**src/rtl/gsp_pkg.sv**
```systemverilog
// Shared types and constants for the scaled 8x8 glyph pixel intensity block.
// Used by gsp_coord, gsp_area and glyph8x8_scaled_pixel_intensity.
`default_nettype none
package gsp_pkg;

	localparam int GLYPH_W   = 64;
	localparam int COORD_W   = 8;
	localparam int SIZE_W    = 9;
	localparam int IDX_W     = 3;
	localparam int OVL_W     = 4;
	localparam int AREA_W    = 7;
	localparam int INTEN_W   = 8;
	localparam int IN_DATA_W = 80;

	localparam logic [SIZE_W-1:0]  SIZE_RESET = 9'd8;
	localparam logic [SIZE_W-1:0]  SIZE_NATIVE = 9'd8;
	localparam logic [AREA_W-1:0]  AREA_FULL = 7'd64;
	localparam logic [INTEN_W-1:0] INTEN_ON = 8'hFF;
	localparam logic [INTEN_W-1:0] INTEN_OFF = 8'h00;

	typedef logic [7:0][OVL_W-1:0] ovl_vec_t;

	typedef struct packed {
		logic               valid;
		logic               invalid;
		logic               down;
		logic               up_bit;
		logic [GLYPH_W-1:0] glyph;
		ovl_vec_t           oy;
		ovl_vec_t           ox;
	} cov_t;

	typedef struct packed {
		logic              valid;
		logic              invalid;
		logic              down;
		logic              up_bit;
		logic [AREA_W-1:0] area;
	} area_t;

endpackage
`default_nettype wire

```
**src/rtl/glyph8x8_scaled_pixel_intensity.sv**
```systemverilog
// Top level of the scaled 8x8 glyph pixel intensity block.
// Instantiates gsp_coord and gsp_area; uses gsp_pkg.
//
// Takes one pixel beat per clock while the output is not held and returns one
// result beat for each, in order. The five stages are input capture, index and
// overlap calculation, per-row coverage, the weighted area sum and the output
// register; a held output stalls all stages together.
// glyph_size is written through cfg_wr_en / cfg_wr_data and is saturated to
// MAX_GLYPH_SIZE; write it only while no beat is in flight.
`default_nettype none
module glyph8x8_scaled_pixel_intensity #(
	parameter int MAX_GLYPH_SIZE = 256
) (
	input  wire logic                        clk,
	input  wire logic                        arst_n,
	input  wire logic                        cfg_wr_en,
	input  wire logic [gsp_pkg::SIZE_W-1:0]  cfg_wr_data,
	input  wire logic                        s_tvalid,
	output logic                             s_tready,
	// glyph_bits[63:0], pixel_row[71:64], pixel_col[79:72]
	input  wire logic [gsp_pkg::IN_DATA_W-1:0] s_tdata,
	output logic                             m_tvalid,
	input  wire logic                        m_tready,
	// intensity[7:0]
	output logic [gsp_pkg::INTEN_W-1:0]      m_tdata,
	// coord_invalid[0]
	output logic                             m_tuser
);

	localparam logic [gsp_pkg::SIZE_W-1:0] SIZE_CAP =
		(MAX_GLYPH_SIZE > 511) ? 9'd511 : gsp_pkg::SIZE_W'(MAX_GLYPH_SIZE);

	logic [gsp_pkg::SIZE_W-1:0]  size_q;
	logic [gsp_pkg::SIZE_W-1:0]  size_eff;
	logic                        en;
	gsp_pkg::cov_t               cov;
	gsp_pkg::area_t              area;
	logic [14:0]                 scaled;
	logic [gsp_pkg::INTEN_W-1:0] inten_nx;
	logic                        valid_s5;
	logic [gsp_pkg::INTEN_W-1:0] inten_s5;
	logic                        invalid_s5;

	always_ff @(posedge clk or negedge arst_n) begin
		if (!arst_n) begin
			size_q <= gsp_pkg::SIZE_RESET;
		end else if (cfg_wr_en) begin
			size_q <= cfg_wr_data;
		end
	end

	assign size_eff = (size_q > SIZE_CAP) ? SIZE_CAP : size_q;

	// advance every stage unless the output beat is held
	assign en       = !valid_s5 || m_tready;
	assign s_tready = en;

	gsp_coord u_coord (
		.clk      (clk),
		.arst_n   (arst_n),
		.en       (en),
		.in_valid (s_tvalid),
		.in_data  (s_tdata),
		.size     (size_eff),
		.cov      (cov)
	);

	gsp_area u_area (
		.clk    (clk),
		.arst_n (arst_n),
		.en     (en),
		.cov    (cov),
		.area   (area)
	);

	// round(area * 255 / 64), halves up
	assign scaled = {area.area, 8'b0} - 15'(area.area) + 15'd32;

	always_comb begin
		if (area.invalid) begin
			inten_nx = gsp_pkg::INTEN_OFF;
		end else if (area.down) begin
			inten_nx = scaled[13:6];
		end else begin
			inten_nx = area.up_bit ? gsp_pkg::INTEN_ON : gsp_pkg::INTEN_OFF;
		end
	end

	always_ff @(posedge clk or negedge arst_n) begin
		if (!arst_n) begin
			valid_s5 <= 1'b0;
		end else if (en) begin
			valid_s5 <= area.valid;
		end
	end

	always_ff @(posedge clk) begin
		if (en) begin
			inten_s5   <= inten_nx;
			invalid_s5 <= area.invalid;
		end
	end

	assign m_tvalid = valid_s5;
	assign m_tdata  = inten_s5;
	assign m_tuser  = invalid_s5;

	a_invalid_dark: assert property (@(posedge clk) disable iff (!arst_n)
		m_tvalid && m_tuser |-> m_tdata == gsp_pkg::INTEN_OFF)
		else $error("out-of-range pixel with non-zero intensity");

	a_up_binary: assert property (@(posedge clk) disable iff (!arst_n)
		area.valid && !area.invalid && !area.down |->
			inten_nx == gsp_pkg::INTEN_OFF || inten_nx == gsp_pkg::INTEN_ON)
		else $error("nearest-bit pixel not fully off or on");

	a_s4_moves: assert property (@(posedge clk) disable iff (!arst_n)
		area.valid && en |=> m_tvalid)
		else $error("beat lost between area stage and output");

endmodule
`default_nettype wire

```
**src/rtl/gsp_coord.sv**
```systemverilog
// Coordinate stages: capture the beat, flag out-of-range pixels, pick the
// nearest source bit and work out per-row and per-column box overlaps. Uses gsp_pkg.
`default_nettype none
module gsp_coord (
	input  wire logic                          clk,
	input  wire logic                          arst_n,
	input  wire logic                          en,
	input  wire logic                          in_valid,
	input  wire logic [gsp_pkg::IN_DATA_W-1:0] in_data,
	input  wire logic [gsp_pkg::SIZE_W-1:0]    size,
	output gsp_pkg::cov_t                      cov
);

	logic                          valid_s1;
	logic                          invalid_s1;
	logic                          down_s1;
	logic [gsp_pkg::GLYPH_W-1:0]   glyph_s1;
	logic [gsp_pkg::COORD_W-1:0]   row_s1;
	logic [gsp_pkg::COORD_W-1:0]   col_s1;
	logic [gsp_pkg::GLYPH_W-1:0]   glyph_in;
	logic [gsp_pkg::COORD_W-1:0]   row_in;
	logic [gsp_pkg::COORD_W-1:0]   col_in;
	logic [gsp_pkg::IDX_W-1:0]     k_idx;
	logic [gsp_pkg::IDX_W-1:0]     l_idx;
	gsp_pkg::ovl_vec_t             oy_nx;
	gsp_pkg::ovl_vec_t             ox_nx;
	gsp_pkg::cov_t                 cov_s2;

	assign glyph_in = in_data[63:0];
	assign row_in   = in_data[71:64];
	assign col_in   = in_data[79:72];

	function automatic logic [gsp_pkg::OVL_W-1:0] overlap(
		input logic [2:0] k,
		input logic [2:0] p,
		input logic [2:0] s
	);
		logic [6:0] lo_s, hi_s, lo_o, hi_o, lo, hi;
		lo_s = 7'(k) * 7'(s);
		hi_s = lo_s + 7'(s);
		lo_o = {1'b0, p, 3'b000};
		hi_o = lo_o + 7'd8;
		lo = (lo_s > lo_o) ? lo_s : lo_o;
		hi = (hi_s < hi_o) ? hi_s : hi_o;
		return (hi > lo) ? gsp_pkg::OVL_W'(hi - lo) : '0;
	endfunction

	always_ff @(posedge clk or negedge arst_n) begin
		if (!arst_n) begin
			valid_s1 <= 1'b0;
		end else if (en) begin
			valid_s1 <= in_valid;
		end
	end

	always_ff @(posedge clk) begin
		if (en) begin
			glyph_s1   <= glyph_in;
			row_s1     <= row_in;
			col_s1     <= col_in;
			invalid_s1 <= ({1'b0, row_in} >= size) || ({1'b0, col_in} >= size);
			down_s1    <= size < gsp_pkg::SIZE_NATIVE;
		end
	end

	// nearest source index: count thresholds t*size that 8*coord reaches
	always_comb begin
		logic [11:0] th;
		k_idx = '0;
		l_idx = '0;
		for (int t = 1; t < 8; t++) begin
			th = 12'(size) * 12'(t);
			if ({1'b0, row_s1, 3'b000} >= th) begin
				k_idx = k_idx + 3'd1;
			end
			if ({1'b0, col_s1, 3'b000} >= th) begin
				l_idx = l_idx + 3'd1;
			end
		end
	end

	always_comb begin
		for (int k = 0; k < 8; k++) begin
			oy_nx[k] = overlap(3'(k), row_s1[2:0], size[2:0]);
			ox_nx[k] = overlap(3'(k), col_s1[2:0], size[2:0]);
		end
	end

	always_ff @(posedge clk or negedge arst_n) begin
		if (!arst_n) begin
			cov_s2 <= '0;
		end else if (en) begin
			cov_s2.valid   <= valid_s1;
			cov_s2.invalid <= invalid_s1;
			cov_s2.down    <= down_s1;
			cov_s2.up_bit  <= glyph_s1[{k_idx, l_idx}];
			cov_s2.glyph   <= glyph_s1;
			cov_s2.oy      <= oy_nx;
			cov_s2.ox      <= ox_nx;
		end
	end

	assign cov = cov_s2;

endmodule
`default_nettype wire

```
**src/rtl/gsp_area.sv**
```systemverilog
// Box-filter area stages: per-row lit coverage, then the weighted sum over rows.
// Uses gsp_pkg.
`default_nettype none
module gsp_area (
	input  wire logic   clk,
	input  wire logic   arst_n,
	input  wire logic   en,
	input  wire gsp_pkg::cov_t  cov,
	output gsp_pkg::area_t area
);

	logic                        valid_s3;
	logic                        invalid_s3;
	logic                        down_s3;
	logic                        up_bit_s3;
	gsp_pkg::ovl_vec_t           oy_s3;
	gsp_pkg::ovl_vec_t           rs_s3;
	gsp_pkg::ovl_vec_t           rs_nx;
	logic [10:0]                 sum_nx;
	gsp_pkg::area_t              area_s4;

	always_comb begin
		for (int k = 0; k < 8; k++) begin
			rs_nx[k] = '0;
			for (int l = 0; l < 8; l++) begin
				if (cov.glyph[8*k + l]) begin
					rs_nx[k] = rs_nx[k] + cov.ox[l];
				end
			end
		end
	end

	always_ff @(posedge clk or negedge arst_n) begin
		if (!arst_n) begin
			valid_s3 <= 1'b0;
		end else if (en) begin
			valid_s3 <= cov.valid;
		end
	end

	always_ff @(posedge clk) begin
		if (en) begin
			invalid_s3 <= cov.invalid;
			down_s3    <= cov.down;
			up_bit_s3  <= cov.up_bit;
			oy_s3      <= cov.oy;
			rs_s3      <= rs_nx;
		end
	end

	always_comb begin
		sum_nx = '0;
		for (int k = 0; k < 8; k++) begin
			sum_nx = sum_nx + (11'(oy_s3[k]) * 11'(rs_s3[k]));
		end
	end

	always_ff @(posedge clk or negedge arst_n) begin
		if (!arst_n) begin
			area_s4 <= '0;
		end else if (en) begin
			area_s4.valid   <= valid_s3;
			area_s4.invalid <= invalid_s3;
			area_s4.down    <= down_s3;
			area_s4.up_bit  <= up_bit_s3;
			area_s4.area    <= (sum_nx > 11'(gsp_pkg::AREA_FULL)) ?
				gsp_pkg::AREA_FULL : gsp_pkg::AREA_W'(sum_nx);
		end
	end

	assign area = area_s4;

	a_area_bound: assert property (@(posedge clk) disable iff (!arst_n)
		area_s4.valid && area_s4.down && !area_s4.invalid |->
			area_s4.area <= gsp_pkg::AREA_FULL)
		else $error("box area above full coverage");

endmodule
`default_nettype wire
```
**config.mk**
```make
export PLATFORM = sky130hd
export DESIGN_NAME = glyph8x8_scaled_pixel_intensity
export DESIGN_NICKNAME = d
export VERILOG_FILES = /design/src/rtl/gsp_pkg.sv /design/src/rtl/glyph8x8_scaled_pixel_intensity.sv /design/src/rtl/gsp_coord.sv /design/src/rtl/gsp_area.sv
export SDC_FILE = /design/constraint.sdc
export NUM_CORES = 1
export LEC_CHECK = 0
export BUFFER_PORTS_ARGS = -buffer_cell sky130_fd_sc_hd__buf_2
export CORE_AREA = 2 2 310 312
export DETAILED_ROUTE_END_ITERATION = 12
export DIE_AREA = 0 0 312 314
export SYNTH_ARGS = -nofsm -noshare
export SYNTH_HDL_FRONTEND = slang
export SYNTH_HIERARCHICAL = 1
export SYNTH_SLANG_ARGS = --single-unit
export TNS_END_PERCENT = 100
```
**constraint.sdc**
```tcl
create_clock -name clk -period 25 [get_ports clk]
set_clock_uncertainty 0.1 [all_clocks]
set_input_delay 5 -clock clk [delete_from_list [all_inputs] [get_ports clk]]
set_output_delay 5 -clock clk [all_outputs]
set_load 0.1 [all_outputs]
```
==> metrics <==
Die Span X 312 um; minimum setup slack among reg-to-reg paths 16.28 ns; initial drt markers 1554; global-route total usage across every layer 0.193; leading post-synthesis cells by cell area sky130_fd_sc_hd__ha_1, sky130_fd_sc_hd__edfxtp_1, sky130_fd_sc_hd__dfrtp_1; Min-Delay Path Class reg -> reg; count of antenna-violating nets left after detailed routing 0; number of cells on the worst hold path 0; sort of element at the end of the critical path primary output; number of buffers and inverters on the critical path 2; count of yosys warnings during synthesis 6; Worst-Margin Slew 1.07 ns; buffers added on ports 104; final global-route overflow total 0; CTS tree yes; H-tree depth reported by CTS 2; Die ar. 98000 um^2; end of the worst register-to-register path u_coord/cov[128]; clock buffers created by TritonCTS 38; sum of negative setup slack 0 ns; biggest area consumer among synthesized cells sky130_fd_sc_hd__ha_1; final wirelength 93.8 mm; detailed-route via count 25370; post-synthesis cell count 3491; most common cell type on the critical path sky130_fd_sc_hd__buf_2; kind of start point of the critical path input port; post-synth design cell area 34700 um^2; number of cells upsized or downsized after cts 0; Max Transition Viols Final 0; pre-CTS setup slack 13.72 ns; count of boundary I/O pins 105; sequential area share after synthesis 0.248; layout filler cell count 9380; final non-filler cell area 38100 um^2; starting density of the core 0.368; clock tree buffer depth 3; run status complete, no violations; launch instance of the worst min-delay path u_coord/cov[54]; Clock Pin Slew Worst Setup and Hold Paths 0.06 ns; via count of the first global-routing pass 25783; multi-input combinational cell area 24200 um^2; worst r2r path cells 30; initial antenna violation count 3; setup repair after global routing missed its margin false; count of endpoints failing setup in the final report 0; global-route wire length before repair 147 mm; share of async-settable or async-resettable flops after synthesis 0.495; total number of clock tree sinks 313; maximum fanout count along the critical path 26; average routed wire per standard cell 19.2 um; storage element area 8620 um^2; end point of the worst hold path u_area/oy_s3[22]; cts hold-fix bufs 0; largest net degree at the start of global routing 131; post-route fraction of the period consumed by the critical path 0.449; area growth from synthesis to layout 9.59%; Avg Synthesized Cell Area 9.95 um^2; number of nets in the finished design 4431; flip-flop and latch count after synthesis 313; estimated wirelength of the detail-placed design 72.5 mm; critical path required time 19.90 ns; Setup WS post-layout 13.77 ns; classification of the worst setup path in -> out; worst rel slew slack 0.283; final weighted congestion in routability-driven placement 0.907; Synth Flop Type sky130_fd_sc_hd__edfxtp_1; number of cell rows 113; crit path time final 11.24 ns; kind of cell adding the most delay to the critical path buffers and inverters; series of cell instances along the critical path buf_2 > nand2b_4 > buf_2; number of failing hold endpoints at the final stage 0; fraction of final layout cells sized beyond drive strength 1 0.111; via count normalized by instance count 5.19; number of DRC violations after detailed routing 0; Initial DRT Pass Iterations 5; Worst Path Arrival 6.14 ns; standard cell core area 94400 um^2; reg2reg start size_q[8]; Die Y-Extent 314 um; Clock Root Buffer sky130_fd_sc_hd__clkbuf_16; slowest cell on the critical path sky130_fd_sc_hd__buf_2; area share of the largest cell type after synthesis 0.199; post-synth cell types 106; Clk Latency, worst-skew pair 0.58 ns; max_cap viols 0; total setup buffers inserted after CTS 0; Post-synth EDFFs 158; delay of the slowest critical-path stage 0.55 ns; area after detailed placement 36800 um^2; upper clock frequency limit 89.0 MHz
[synth_stat cells (all sizes together), types with 25 or more instances]
library cell / number
fa: 192
nand2: 242
nand2b: 55
o21a: 27
a21o: 106
and2: 124
o31ai: 25
mux2: 147
xor2: 63
clkbuf: 54
inv: 443
a21oi: 197
dfrtp: 154
xnor2: 157
mux2i: 91
o21ai: 115
nor3: 25
nor2b: 57
buf: 30
o22ai: 25
nor2: 136
o2bb2ai: 48
ha: 554
a211oi: 26
edfxtp: 158
[per-layer routing]
metal / vias to the layer above / global-route usage / part of all wire
li1: 12321 / - / -
met1: 12313 / 0.256 / 0.46
met2: 582 / 0.319 / 0.46
met3: 154 / 0.0323 / 0.052
met4: 0 / 0.0656 / 0.033
met5: - / 0 / 0
[worst max-delay path by stage]
stage	slack, ns	end	start	cells after the start
after floorplan	10.23	s_tready	m_tready	1
after global placement	13.73	s_tready	m_tready	3
after detailed placement	13.72	s_tready	m_tready	3
after CTS	13.73	s_tready	m_tready	3
after global routing	13.70	s_tready	m_tready	3
final	13.77	s_tready	m_tready	3
[sequential cells by signal (all words and copies together) (netlist names), 8 cells and up]
signal and count:
u_coord/cov 132, u_coord/glyph_s1 64, u_area/oy_s3 32, u_area/rs_s3 32, u_area/area 11, size_q 9
m_tdata 8, u_coord/col_s1 8, u_coord/row_s1 8
[final cells by class]
| class | instances | share of cell area |
|---|---|---|
| Clock buffer | 53 | 0.0270 |
| Sequential cell | 313 | 0.227 |
| Timing Repair Buffer | 137 | 0.0207 |
| Multi-Input combinational cell | 2658 | 0.635 |
| Antenna cell | 1 | 0.0000657 |
| Tap cell | 1265 | 0.0416 |
| Clock inverter | 17 | 0.00552 |
| Inverter | 443 | 0.0437 |
[metrics by stage]
stage / instances / hold slack (ns) / util
floorplan: 3498 / 0.321 / -
global route: 4886 / 0.360 / 0.403
CTS: 4886 / 0.350 / 0.403
detailed placement: 4816 / 0.339 / 0.390
finish: 4887 / 0.348 / 0.403
global placement: 4816 / 0.337 / 0.390
[cells in the final DEF (no fill, tap or decap), types with 10 or more instances in the layout]
master and n:
sky130_fd_sc_hd__a21oi_1 195, sky130_fd_sc_hd__nor3_1 24, sky130_fd_sc_hd__a21boi_0 10, sky130_fd_sc_hd__o21a_1 27, sky130_fd_sc_hd__xor2_1 61, sky130_fd_sc_hd__o21ai_1 16
sky130_fd_sc_hd__ha_1 554, sky130_fd_sc_hd__fa_1 192, sky130_fd_sc_hd__xnor2_1 153, sky130_fd_sc_hd__buf_2 103, sky130_fd_sc_hd__clkbuf_1 13, sky130_fd_sc_hd__or2_2 10
sky130_fd_sc_hd__a31oi_1 11, sky130_fd_sc_hd__inv_1 440, sky130_fd_sc_hd__nor2b_1 54, sky130_fd_sc_hd__and3_1 14, sky130_fd_sc_hd__nand3_1 15, sky130_fd_sc_hd__and2_1 114
sky130_fd_sc_hd__a22o_1 10, sky130_fd_sc_hd__a221o_1 12, sky130_fd_sc_hd__buf_4 32, sky130_fd_sc_hd__o21ai_0 98, sky130_fd_sc_hd__nor2_1 135, sky130_fd_sc_hd__o2bb2ai_1 48
sky130_fd_sc_hd__mux2i_1 91, sky130_fd_sc_hd__mux2_2 140, sky130_fd_sc_hd__clkbuf_16 38, sky130_fd_sc_hd__nand2b_1 54, sky130_fd_sc_hd__a211oi_1 25, sky130_fd_sc_hd__o31ai_1 21
sky130_fd_sc_hd__o211ai_1 15, sky130_fd_sc_hd__xnor3_1 16, sky130_fd_sc_hd__edfxtp_1 158, sky130_fd_sc_hd__o22ai_1 25, sky130_fd_sc_hd__a21o_1 106, sky130_fd_sc_hd__dfrtp_1 154
sky130_fd_sc_hd__nand2_1 242
[cells by family after synthesis]
group	share of synthesized area
buf+inv	0.0579
compound gates	0.134
mux	0.0746
xor+xnor	0.0665
flops	0.248
simple gates	0.107
other cells	0.000108
fa+ha+maj	0.312
Power is not shown: default switching activity piles up to over one toggle a cycle in this logic, so the estimate is an artifact.
